===== config.mk =====
export PLATFORM = sky130hd
export DESIGN_NAME = encoded_polyline_decoder
export DESIGN_NICKNAME = d
export VERILOG_FILES = /design/src/hw/rtl/epd_pkg.sv /design/src/hw/rtl/encoded_polyline_decoder.sv /design/src/hw/rtl/epd_front.sv /design/src/hw/rtl/epd_queue.sv /design/src/hw/rtl/epd_back.sv
export SDC_FILE = /design/constraint.sdc
export NUM_CORES = 1
export LEC_CHECK = 0
export ABC_AREA = 0
export BUFFER_PORTS_ARGS = -buffer_cell sky130_fd_sc_hd__buf_4
export CORE_ASPECT_RATIO = 1.1
export CORE_UTILIZATION = 55
export DETAILED_ROUTE_END_ITERATION = 8
export PLACE_DENSITY = 0.87
export SLEW_MARGIN = 0
export SYNTH_ARGS = -nofsm -noshare
export SYNTH_HDL_FRONTEND = slang
export SYNTH_SLANG_ARGS = --single-unit

===== constraint.sdc =====
create_clock -name clk -period 17 [get_ports clk]
set_clock_uncertainty 0.2 [all_clocks]
set_input_delay 0.85 -clock clk [delete_from_list [all_inputs] [get_ports clk]]
set_output_delay 0.85 -clock clk [all_outputs]
set_load 0.02 [all_outputs]

===== src/hw/rtl/epd_pkg.sv =====
// Shared types and constants of the encoded polyline decoder.
package epd_pkg;

	localparam int MAX_CHUNKS  = 7;
	localparam int QUEUE_DEPTH = 4;

	localparam int CHAR_OFFSET = 63;
	localparam int CHUNK_MASK  = 'h3f;
	localparam int BITS_MASK   = 'h1f;

	localparam int LAT_LIMIT = 9000000;
	localparam int LON_LIMIT = 18000000;

	localparam int LAT_W = 25;
	localparam int LON_W = 26;

	localparam logic [0:0] REG_DELTA_MODE = 1'b0;
	localparam logic [0:0] REG_LON_FIRST  = 1'b1;

	typedef enum logic [2:0] {
		ST_OK       = 3'd0,
		ST_BAD_CHAR = 3'd1,
		ST_TRUNC    = 3'd2,
		ST_RANGE    = 3'd3,
		ST_TOO_LONG = 3'd4
	} status_t;

	typedef struct packed {
		logic delta_mode;
		logic lon_first;
	} cfg_t;

	typedef struct packed {
		logic       bad;
		logic       cont;
		logic [4:0] payload;
		logic       eos;
	} qword_t;

	typedef struct packed {
		logic signed [LAT_W-1:0] lat;
		logic signed [LON_W-1:0] lon;
		status_t                 status;
		logic                    run_end;
	} res_t;

endpackage


===== src/hw/rtl/encoded_polyline_decoder.sv =====
// Top level of the encoded polyline decoder with its register port.
//
// Characters of an encoded polyline string arrive on the s_ stream, one word
// per character, with s_tlast on the last character of the string. Decoded
// points leave on the m_ stream as latitude and longitude in units of 1e-5
// degree; m_tuser carries the status and m_tlast marks the word that ends
// the string, by its end or by an error. A character that only adds a chunk,
// or completes the first value of a pair, yields no output word.
// The block takes one character per cycle while s_tready is high. A character passes
// the classifier into a four-entry queue; the back end takes it from the queue
// and loads the output register, so a result passes the queue register and the
// output register before m_tvalid rises.
// When the receiver holds m_tready low the result waits in the output
// register; the queue keeps taking characters until it is full, and then
// s_tready falls. Reset clears all string state, empties the queue and sets
// delta_mode to 1 and lon_first to 0. Register writes are meant for idle
// times between strings.
module encoded_polyline_decoder #(
	parameter int MAX_CHUNKS  = epd_pkg::MAX_CHUNKS,
	parameter int QUEUE_DEPTH = epd_pkg::QUEUE_DEPTH
) (
	input  logic        clk,
	input  logic        arst_n,
	input  logic        s_tvalid,
	output logic        s_tready,
	input  logic [7:0]  s_tdata,  // [7:0] char_code
	input  logic        s_tlast,  // end_of_string
	output logic        m_tvalid,
	input  logic        m_tready,
	output logic [55:0] m_tdata,  // [24:0] lat_e5, [50:25] lon_e5, zero padding above
	output logic [2:0]  m_tuser,  // [2:0] status
	output logic        m_tlast,  // run_end
	input  logic        psel,
	input  logic        penable,
	input  logic        pwrite,
	input  logic [2:0]  paddr,
	input  logic [31:0] pwdata,
	output logic [31:0] prdata,
	output logic        pready
);

	localparam int LW = $clog2(QUEUE_DEPTH + 1);

	epd_pkg::cfg_t   cfg_q;
	epd_pkg::qword_t push_word;
	epd_pkg::qword_t pop_word;
	epd_pkg::res_t   res;
	logic            q_full;
	logic            q_push;
	logic            q_pop;
	logic            q_valid;
	logic [LW-1:0]   q_level;

	assign pready = 1'b1;

	always_ff @(posedge clk or negedge arst_n) begin
		if (!arst_n) begin
			cfg_q.delta_mode <= 1'b1;
			cfg_q.lon_first  <= 1'b0;
		end else if (psel && penable && pwrite && pready) begin
			unique case (paddr[2])
				epd_pkg::REG_DELTA_MODE: cfg_q.delta_mode <= pwdata[0];
				epd_pkg::REG_LON_FIRST:  cfg_q.lon_first  <= pwdata[0];
				default: ;
			endcase
		end
	end

	always_comb begin
		unique case (paddr[2])
			epd_pkg::REG_DELTA_MODE: prdata = {31'd0, cfg_q.delta_mode};
			epd_pkg::REG_LON_FIRST:  prdata = {31'd0, cfg_q.lon_first};
			default:                 prdata = '0;
		endcase
	end

	epd_front u_front (
		.clk      (clk),
		.arst_n   (arst_n),
		.s_tvalid (s_tvalid),
		.s_tready (s_tready),
		.s_tdata  (s_tdata),
		.s_tlast  (s_tlast),
		.q_full   (q_full),
		.q_push   (q_push),
		.q_word   (push_word)
	);

	epd_queue #(
		.DEPTH (QUEUE_DEPTH)
	) u_queue (
		.clk       (clk),
		.arst_n    (arst_n),
		.push      (q_push),
		.push_word (push_word),
		.full      (q_full),
		.pop       (q_pop),
		.pop_valid (q_valid),
		.pop_word  (pop_word),
		.level     (q_level)
	);

	epd_back #(
		.MAX_CHUNKS (MAX_CHUNKS)
	) u_back (
		.clk      (clk),
		.arst_n   (arst_n),
		.cfg      (cfg_q),
		.q_valid  (q_valid),
		.q_word   (pop_word),
		.q_pop    (q_pop),
		.m_tvalid (m_tvalid),
		.m_tready (m_tready),
		.res      (res)
	);

	assign m_tdata = {5'd0, res.lon, res.lat};
	assign m_tuser = res.status;
	assign m_tlast = res.run_end;

	a_error_ends_run: assert property (@(posedge clk) disable iff (!arst_n)
		m_tvalid && (m_tuser != epd_pkg::ST_OK) |-> m_tlast && (m_tdata[50:0] == 51'd0))
		else $error("error word without run end or with nonzero coordinates");

	a_status_code: assert property (@(posedge clk) disable iff (!arst_n)
		m_tvalid |-> (m_tuser <= epd_pkg::ST_TOO_LONG))
		else $error("status code out of range");

	a_ready_full: assert property (@(posedge clk) disable iff (!arst_n)
		$past(arst_n) && !s_tready |-> (q_level == LW'(QUEUE_DEPTH)))
		else $error("input stalled while the queue has room");

	a_pop_moves: assert property (@(posedge clk) disable iff (!arst_n)
		q_pop |-> q_valid && (!m_tvalid || m_tready))
		else $error("queue popped while the output word is stalled");

endmodule


===== src/hw/rtl/epd_front.sv =====
// Front end: accepts characters and classifies them into queue words.
module epd_front (
	input  logic                clk,
	input  logic                arst_n,
	input  logic                s_tvalid,
	output logic                s_tready,
	input  logic [7:0]          s_tdata, // [7:0] char_code
	input  logic                s_tlast,
	input  logic                q_full,
	output logic                q_push,
	output epd_pkg::qword_t     q_word
);

	logic [7:0] chunk;
	logic       ready_q;

	// Ready is registered and gated by queue full, so it never waits on the back end.
	always_ff @(posedge clk or negedge arst_n) begin
		if (!arst_n) begin
			ready_q <= 1'b0;
		end else begin
			ready_q <= 1'b1;
		end
	end

	assign s_tready = ready_q & ~q_full;
	assign q_push   = s_tvalid & s_tready;

	always_comb begin
		chunk           = s_tdata - 8'(epd_pkg::CHAR_OFFSET);
		q_word.bad      = (s_tdata < 8'(epd_pkg::CHAR_OFFSET)) ||
		                  (s_tdata > 8'(epd_pkg::CHAR_OFFSET + epd_pkg::CHUNK_MASK));
		q_word.cont     = chunk[5];
		q_word.payload  = chunk[4:0] & 5'(epd_pkg::BITS_MASK);
		q_word.eos      = s_tlast;
	end

endmodule


===== src/hw/rtl/epd_queue.sv =====
// Short queue of classified words between the front and back ends.
module epd_queue #(
	parameter int DEPTH = epd_pkg::QUEUE_DEPTH
) (
	input  logic                       clk,
	input  logic                       arst_n,
	input  logic                       push,
	input  epd_pkg::qword_t            push_word,
	output logic                       full,
	input  logic                       pop,
	output logic                       pop_valid,
	output epd_pkg::qword_t            pop_word,
	output logic [$clog2(DEPTH+1)-1:0] level
);

	localparam int AW = (DEPTH > 1) ? $clog2(DEPTH) : 1;
	localparam int LW = $clog2(DEPTH+1);

	epd_pkg::qword_t mem_q [DEPTH];
	logic [AW-1:0]   wr_ptr_q;
	logic [AW-1:0]   rd_ptr_q;
	logic [LW-1:0]   count_q;
	logic            do_push;
	logic            do_pop;

	assign full      = (count_q == LW'(DEPTH));
	assign pop_valid = (count_q != '0);
	assign pop_word  = mem_q[rd_ptr_q];
	assign level     = count_q;
	assign do_push   = push & ~full;
	assign do_pop    = pop & pop_valid;

	always_ff @(posedge clk) begin
		if (do_push) begin
			mem_q[wr_ptr_q] <= push_word;
		end
	end

	always_ff @(posedge clk or negedge arst_n) begin
		if (!arst_n) begin
			wr_ptr_q <= '0;
			rd_ptr_q <= '0;
			count_q  <= '0;
		end else begin
			if (do_push) begin
				wr_ptr_q <= (wr_ptr_q == AW'(DEPTH-1)) ? '0 : wr_ptr_q + 1'b1;
			end
			if (do_pop) begin
				rd_ptr_q <= (rd_ptr_q == AW'(DEPTH-1)) ? '0 : rd_ptr_q + 1'b1;
			end
			if (do_push && !do_pop) begin
				count_q <= count_q + 1'b1;
			end else if (do_pop && !do_push) begin
				count_q <= count_q - 1'b1;
			end
		end
	end

endmodule


===== src/hw/rtl/epd_back.sv =====
// Back end: assembles values and points, checks them and holds the result word.
module epd_back #(
	parameter int MAX_CHUNKS = epd_pkg::MAX_CHUNKS
) (
	input  logic            clk,
	input  logic            arst_n,
	input  epd_pkg::cfg_t   cfg,
	input  logic            q_valid,
	input  epd_pkg::qword_t q_word,
	output logic            q_pop,
	output logic            m_tvalid,
	input  logic            m_tready,
	output epd_pkg::res_t   res
);

	localparam int W  = 5 * MAX_CHUNKS;
	localparam int CW = $clog2(MAX_CHUNKS + 1);
	localparam int EW = (W > 33) ? W : 33;
	localparam logic signed [EW-1:0] SMAX = EW'(32'sh7fffffff);
	localparam logic signed [EW-1:0] SMIN = EW'(32'sh80000000);
	localparam logic signed [32:0] LAT_HI = 33'(epd_pkg::LAT_LIMIT);
	localparam logic signed [32:0] LON_HI = 33'(epd_pkg::LON_LIMIT);

	logic [W-1:0]                     acc_q;
	logic [CW-1:0]                    cnt_q;
	logic                             phase_q;
	logic signed [31:0]               hold_q;
	logic signed [epd_pkg::LAT_W-1:0] run_lat_q;
	logic signed [epd_pkg::LON_W-1:0] run_lon_q;
	logic                             aborted_q;
	logic                             out_valid_q;
	epd_pkg::res_t                    res_q;

	logic [W-1:0]       acc_new;
	logic [CW-1:0]      cnt_new;
	logic signed [W-1:0]  v_w;
	logic signed [EW-1:0] v_e;
	logic signed [31:0] v32;
	logic signed [31:0] lat_sel;
	logic signed [31:0] lon_sel;
	logic signed [32:0] lat_sum;
	logic signed [32:0] lon_sum;
	epd_pkg::status_t   status;
	logic               point;
	logic               clear;
	logic               emit;

	assign q_pop    = q_valid & (~out_valid_q | m_tready);
	assign m_tvalid = out_valid_q;
	assign res      = res_q;

	always_comb begin
		for (int k = 0; k < MAX_CHUNKS; k++) begin
			acc_new[5*k +: 5] = acc_q[5*k +: 5] |
			                    ((cnt_q == CW'(k)) ? q_word.payload : 5'd0);
		end
		cnt_new = cnt_q + 1'b1;
		v_w     = acc_new[0] ? ~{1'b0, acc_new[W-1:1]} : {1'b0, acc_new[W-1:1]};
		v_e     = EW'(v_w);
		if (v_e > SMAX) begin
			v32 = 32'sh7fffffff;
		end else if (v_e < SMIN) begin
			v32 = 32'sh80000000;
		end else begin
			v32 = v_e[31:0];
		end
		lat_sel = cfg.lon_first ? v32 : hold_q;
		lon_sel = cfg.lon_first ? hold_q : v32;
		lat_sum = 33'(lat_sel) + (cfg.delta_mode ? 33'(run_lat_q) : 33'sd0);
		lon_sum = 33'(lon_sel) + (cfg.delta_mode ? 33'(run_lon_q) : 33'sd0);

		status = epd_pkg::ST_OK;
		point  = 1'b0;
		if (q_word.bad) begin
			status = epd_pkg::ST_BAD_CHAR;
		end else if (q_word.cont) begin
			if (cnt_new >= CW'(MAX_CHUNKS)) begin
				status = epd_pkg::ST_TOO_LONG;
			end else if (q_word.eos) begin
				status = epd_pkg::ST_TRUNC;
			end
		end else if (!phase_q) begin
			if (q_word.eos) begin
				status = epd_pkg::ST_TRUNC;
			end
		end else if (lat_sum > LAT_HI || lat_sum < -LAT_HI ||
		             lon_sum > LON_HI || lon_sum < -LON_HI) begin
			status = epd_pkg::ST_RANGE;
		end else begin
			point = 1'b1;
		end
		clear = (status != epd_pkg::ST_OK) || q_word.eos;
		emit  = q_pop && !aborted_q && ((status != epd_pkg::ST_OK) || point);
	end

	always_ff @(posedge clk or negedge arst_n) begin
		if (!arst_n) begin
			acc_q       <= '0;
			cnt_q       <= '0;
			phase_q     <= 1'b0;
			hold_q      <= '0;
			run_lat_q   <= '0;
			run_lon_q   <= '0;
			aborted_q   <= 1'b0;
			out_valid_q <= 1'b0;
		end else begin
			if (emit) begin
				out_valid_q <= 1'b1;
			end else if (m_tready) begin
				out_valid_q <= 1'b0;
			end
			if (q_pop) begin
				if (aborted_q) begin
					if (q_word.eos) begin
						aborted_q <= 1'b0;
					end
				end else begin
					if (clear) begin
						acc_q     <= '0;
						cnt_q     <= '0;
						phase_q   <= 1'b0;
						hold_q    <= '0;
						run_lat_q <= '0;
						run_lon_q <= '0;
						aborted_q <= (status != epd_pkg::ST_OK) && !q_word.eos;
					end else if (q_word.cont) begin
						acc_q <= acc_new;
						cnt_q <= cnt_new;
					end else begin
						acc_q   <= '0;
						cnt_q   <= '0;
						phase_q <= ~phase_q;
						if (!phase_q) begin
							hold_q <= v32;
						end else if (cfg.delta_mode) begin
							run_lat_q <= lat_sum[epd_pkg::LAT_W-1:0];
							run_lon_q <= lon_sum[epd_pkg::LON_W-1:0];
						end
					end
				end
			end
		end
	end

	always_ff @(posedge clk) begin
		if (emit) begin
			res_q.status <= status;
			if (point) begin
				res_q.lat     <= lat_sum[epd_pkg::LAT_W-1:0];
				res_q.lon     <= lon_sum[epd_pkg::LON_W-1:0];
				res_q.run_end <= q_word.eos;
			end else begin
				res_q.lat     <= '0;
				res_q.lon     <= '0;
				res_q.run_end <= 1'b1;
			end
		end
	end

endmodule

Yosys cells after proc, flatten, opt, wreduce, memory -nomap -nowiden --
Memories as Yosys holds them, arrays and structs flattened. Cells that the tools add are included.
Word-level totals: register bits after elaboration 189, bits in writable memories 32, output and inout port bits 95, memories 1
Memory list:
- u_queue.mem_q | words 4, width 8, read ports 1, clocked after memory_dff 0, write ports 1, line epd_queue.sv:19 | epd_pkg::qword_t mem_q [DEPTH];
Operators by class: add/sub/neg operators 8, order comparisons 9, equal/unequal tests 11, multiplexer cells 53, bitwise logic cells 19, reduce and logical (&&, ||, !) cells 30
Operator list (count):
- two-way mux 32 bit | 7
- two-way mux 35 bit | 3
- two-way mux 26 bit | 4
- two-way mux 25 bit | 4
- adder 32 x 33 -> 33 bit | 2
- two-way mux 33 bit | 2
- case mux 32 bit (2 select lines) | 1
- greater-than comparator 35 x 32 -> 1 bit, second input constant | 1
- < comparator 35 x 32 -> 1 bit, second input constant | 1
- two-way mux 5 bit | 7
- NOT 34 -> 35 bit | 1
- OR 5 bit | 7
- greater-than comparator 33 x 25 -> 1 bit, second input constant | 1
- greater-than comparator 33 x 26 -> 1 bit, second input constant | 1
- < comparator 33 x 25 -> 1 bit, second input constant | 1
- < comparator 33 x 26 -> 1 bit, second input constant | 1
- two-way mux 3 bit | 8
- two-way mux 1 bit | 13
- == test 3 bit, second input constant | 4
- greater-than comparator 8 x 7 -> 1 bit, second input constant | 1
- < comparator 8 x 6 -> 1 bit, second input constant | 1
- two-way mux 2 bit | 4
- nonzero test 2 bit | 4
- logical AND 1 bit | 7
- 21 further kinds | 44

Longest topological paths before layout --
depth after elaboration 22, mapped depth 34, depth with buffers taken out 30

By module --
From an unflattened synthesis, not the netlist that was laid out.
Second synthesis, totals: cell total of the unflattened synthesis 1653, area, all modules 15752.6 um^2
By module, submodules not included:
- epd_back | instances 1, cells each 1506, area an instance 13588.0 um^2, seq. area each 4754.6 um^2
- epd_queue | instances 1, cells each 79, area an instance 1609.0 um^2, seq. area each 1136.1 um^2
- encoded_polyline_decoder | instances 1, cells each 46, area an instance 385.4 um^2, seq. area each 51.3 um^2
- epd_front | instances 1, cells each 22, area an instance 170.2 um^2, seq. area each 25.0 um^2

Worst setup path before layout --
No wires, ideal clock.
kind register -> register, start point register u_queue.rd_ptr_q[0], end point register u_back.res_q (netlist bit u_back.res[0]), data pin, arrival 8005 ps, required time 16541 ps, slack 8536 ps, stages on the path, launching flop included 32, buffers on the path 9, cells stage by stage dfrtp_1 buf_2 mux4_2 a21o_1 clkbuf_1 inv_1 clkbuf_1 clkbuf_1 buf_1 ha_1 nand2_1 a21oi_1 nor2_1 clkbuf_1 o21ai_0 mux2_2 ha_1 buf_2 a21oi_2 o31ai_1 a221o_1 a211oi_1 o21bai_1 xnor2_1 o31a_1 or4_1 a2111oi_4 o21ai_2 or3_1 clkbuf_1 buf_2 or2_1
On the way: longest elaborated chain between the ends 18, elaborated cells on any way between the ends 36
Ends and longest elaborated chain:
- start, declared | line epd_queue.sv:21 | logic [AW-1:0] rd_ptr_q;
- start signal, assigned | line epd_queue.sv:49 | rd_ptr_q <= (rd_ptr_q == AW'(DEPTH-1)) ? '0 : rd_ptr_q + 1'b1;
- memory read (4 x 8 bit) *
- two-way mux 5 bit | line epd_back.sv:55 | ((cnt_q == CW'(k)) ? q_word.payload : 5'd0);
- OR 5 bit | line epd_back.sv:54 | acc_new[5*k +: 5] = acc_q[5*k +: 5] |
- NOT 34 -> 35 bit | line epd_back.sv:58 | v_w = acc_new[0] ? ~{1'b0, acc_new[W-1:1]} : {1'b0, acc_new[W-1:1]};
- two-way mux 35 bit | line epd_back.sv:58
- < comparator 35 x 32 -> 1 bit | line epd_back.sv:62 | end else if (v_e < SMIN) begin
- two-way mux 32 bit | line epd_back.sv:62
- two-way mux 32 bit | line epd_back.sv:60 | if (v_e > SMAX) begin
- two-way mux 32 bit | line epd_back.sv:67 | lat_sel = cfg.lon_first ? v32 : hold_q;
- adder 32 x 33 -> 33 bit | line epd_back.sv:69 | lat_sum = 33'(lat_sel) + (cfg.delta_mode ? 33'(run_lat_q) : 33'sd0);
- greater-than comparator 33 x 25 -> 1 bit / < comparator 33 x 25 -> 1 bit (equally long branches) | line epd_back.sv:86 | end else if (lat_sum > LAT_HI || lat_sum < -LAT_HI ||
- logical OR 1 bit (2 in series) | line epd_back.sv:86
- logical OR 1 bit | line epd_back.sv:87 | lon_sum > LON_HI || lon_sum < -LON_HI) begin
- two-way mux 1 bit | line epd_back.sv:86
- two-way mux 1 bit | line epd_back.sv:82 | end else if (!phase_q) begin
- two-way mux 1 bit | line epd_back.sv:76 | end else if (q_word.cont) begin
- two-way mux 1 bit | line epd_back.sv:74 | if (q_word.bad) begin
- end, declared | line epd_back.sv:32 | epd_pkg::res_t res_q;
Every way passes the cells marked *; elsewhere a longest branch is shown, timed or not. A chain may end at the register's enable or synchronous reset.

Worst setup path after layout --
Same ends and word-level chain as after synthesis.

==> results by group <==
Run status
  – Status: completed

STA
  – Max Slew Vio Count: 0
  – Final worst path period share: 57.41%
  – Total negative slack: 0 ps
  – Rel. slew slack: 36.16%
  – Fmax: 102.5 MHz
  – Final setup viols: 0
  – Hold WS: 168.9 ps
  – Worst-margin pin slew: 957.6 ps
  – Final hold violations: 0
  – Unrepaired setup endpoints after global routing: no
  – Final Critical Period: 9759 ps

Setup path
  – RR Endpoint: u_back.res[0]
  – R2r setup slk: 7240 ps
  – Critical path data required time: 17090 ps
  – R2R Path Start: u_queue.rd_ptr_q[0]
  – CP Max Fanout: 52
  – Critical path origin: u_queue.rd_ptr_q[0]
  – CP max stage delay: 710 ps
  – Critical path class: flip-flop to flip-flop
  – CP Capture Type: flip-flop
  – Worst Setup EP: u_back.res[0]
  – Startpoint Class: flip-flop
  – Critical path's slowest cell: dfrtp_1
  – CP dominant cell by count: buf_4
  – Worst R2R Path Depth: 28
  – CP Data Arrival Time: 9850 ps

Layout
  – Ratio of cells with drive above 1 in the final layout: 13.80%
  – Cell Count, Final, Fillers Out: 2016
  – Antenna Cells: 0
  – Post-layout nets: 1773
  – Area added between synthesis and finish: 8.999%

Synthesis
  – Post-synth EDFFs: 87
  – Top-count cell post-synth: nor2_1
  – Synth top area share: 21.70%
  – Mean post-synth cell area: 9.426 um2
  – Cell Area, Synth: 15340 um2
  – Yosys top cell by area: dfrtp_1
  – Async set-reset flop share out of synthesis: 60.63%
  – Number of distinct library cells after synthesis: 82
  – Post-Synthesis Cells: 1627
  – Seq cells post-synth: 221
  – Seq/Total Area, Yosys: 38.91%
  – Synth Warn #: 0
  – Ys flop type: dfrtp_1
  – Top post-synthesis cells by area: dfrtp_1 22%, edfxtp_1 17%, ha_1 6.4%
  – Synth top cells by count: 149 x nor2_1, 146 x a21oi_1, 133 x dfrtp_1

Clock network
  – CTS tree: built
  – CTS resizes: 0
  – Cts bufs inserted: 24
  – Hold-fix buffers, CTS: 0
  – CTS clk-pin slew, worst paths: 60 ps
  – Post-CTS setup buffers: 0
  – CTS HTree Levels: 1
  – Clock sinks: 221
  – Worst skew pair latency: 540 ps
  – Clk buf depth: 3
  – Root buf cell: clkbuf_16

Placement
  – Post-DP HPWL: 27120 um
  – Placed insts: 1972
  – Port buffer count: 75
  – Final Wtd Congestion: 0.9691

GRT
  – Vias in the first global route: 11930
  – Gr usage total: 26.17%
  – Global-route wire length before repair: 60130 um
  – Antenna violations before repair: 0
  – Global route overflow: 0
  – Largest net degree at the start of global routing: 85

Route
  – Via count: 12610
  – Post-Route WL: 37660 um
  – Via/cell ratio: 6.256
  – Final ANT Viol Nets: 0
  – Post-DR wirelength/cell: 18.68 um
  – Routed wl met2: 18360 um
  – Initial DRC count: 1144
  – Residual DRC count: 0
  – Max Used Layer: met4
  – First-pass DRT Iterations: 6
  – Metal-1 WL: 15360 um
  – Wire length on met3: 1957 um

Floorplan
  – Die area: 28560 um2
  – Row count: 63
  – Ports: 146
  – Vert. Die Dim: 177.1 um
  – Initial Util: 56.39%
  – CORE AREA: 27190 um2
  – Die W: 161.2 um

Power
  – Maximum vdd drop: 0.0001068 V
  – Power Total: 3.017 mW
  – Leak: 7.384 nW
  – P per Cell Area: 180.5 nW/um2

Job
  – Max cap viols: 0

Hold path
  – Worst hold-check path type: input pin to async pin
layer usage:
layer / vias to the layer above / track usage, %
li1: 5931 / -
met1: 6086 / 32.29
met2: 488 / 44.95
met3: 108 / 2.812
met4: 0 / 14.31
met5: - / 0
through the flow:
step / area (um2) / util (%) / worst slack, ps
floorplan: 15470 / - / 8536
finish: 16720 / 61.47 / 7241
detailed placement: 15910 / 58.49 / 7406
CTS: 16720 / 61.47 / 7337
global placement: 15910 / 58.49 / 7569
global route: 16720 / 61.47 / 6667
area by class of cell:
cell class / instances / area [um2]
fill: 2258 / 10480
multi-input combinational: 1237 / 8567
sequential: 221 / 5968
timing repair buffer: 88 / 664.4
clock buffer: 32 / 650.6
tap: 357 / 446.7
inverter: 69 / 259.0
clock inverter: 12 / 160.2
worst max-delay path, delay by kind of cell, from the launching register on:
kind / cells / cell delay [ps]
mux: 2 / 1060
compound gates: 10 / 3180
fa+ha+maj: 1 / 290
simple gates: 10 / 2460
flops: 1 / 710
buf+inv: 5 / 1510
placed cells by master (no fill, tap or decap), types with 7 or more instances in the layout:
cell	n
a211o_1	7
a211oi_1	11
a21o_1	31
a21oi_1	145
a22o_1	80
a31oi_1	10
and2_1	65
and3_1	14
buf_4	87
clkbuf_16	24
conb_1	38
dfrtp_1	132
edfxtp_1	87
ha_1	78
inv_1	69
mux2_2	67
mux4_2	8
nand2_1	78
nand2b_1	15
nand3_1	32
nand4_1	30
nor2_1	148
nor2b_1	17
nor3_1	29
nor4_1	13
o2111ai_1	7
o211ai_1	11
o21a_1	7
o21ai_0	82
o21bai_1	9
o31ai_1	9
or3_1	7
xnor2_1	58
xor2_1	20
state kept, by name, summed over array words and instances, names as in the netlist, 2 cells and up:
signal and flops:
u_queue.rd_ptr_q 2, cfg_q 2, u_back.acc_q 35, u_queue.level 3, u_back.res 55, u_back.run_lon_q 26
u_queue.mem_q 32, u_back.run_lat_q 25, u_queue.wr_ptr_q 2, u_back.hold_q 32, u_back.cnt_q 3
report_power, final:
part	internal, mW	switching [mW]
registers	0.688	0.0631
clock network	0.317	0.223
logic	0.608	1.12
total	1.61	1.40
cell families (layout without fill, tap and decap cells):
logic type / count (synthesis) / count (layout) / share of synthesized area, %
simple gates: 475 / 475 / 15.50
flops: 221 / 221 / 38.91
other cells: 2 / 38 / 0.04897
buf+inv: 205 / 201 / 6.298
xor+xnor: 78 / 78 / 4.455
fa+ha+maj: 81 / 81 / 6.755
compound gates: 484 / 484 / 21.55
mux: 81 / 81 / 6.486
worst min-delay path by stage:
stage                               from              endpoint  slack (ps)  cells after the start
detailed placement   u_back.run_lon_q[2]   u_back.run_lon_q[2]         280                      1
CTS                               arst_n     u_back.hold_q[10]         210                      1
finish                            arst_n  u_back.run_lat_q[21]         170                      1
global placement     u_back.run_lon_q[2]   u_back.run_lon_q[2]         270                      1
global route                      arst_n  u_back.run_lat_q[13]         240                      1
floorplan           u_back.run_lat_q[13]  u_back.run_lat_q[13]         260                      1
Power figures use the tool's default switching activity.
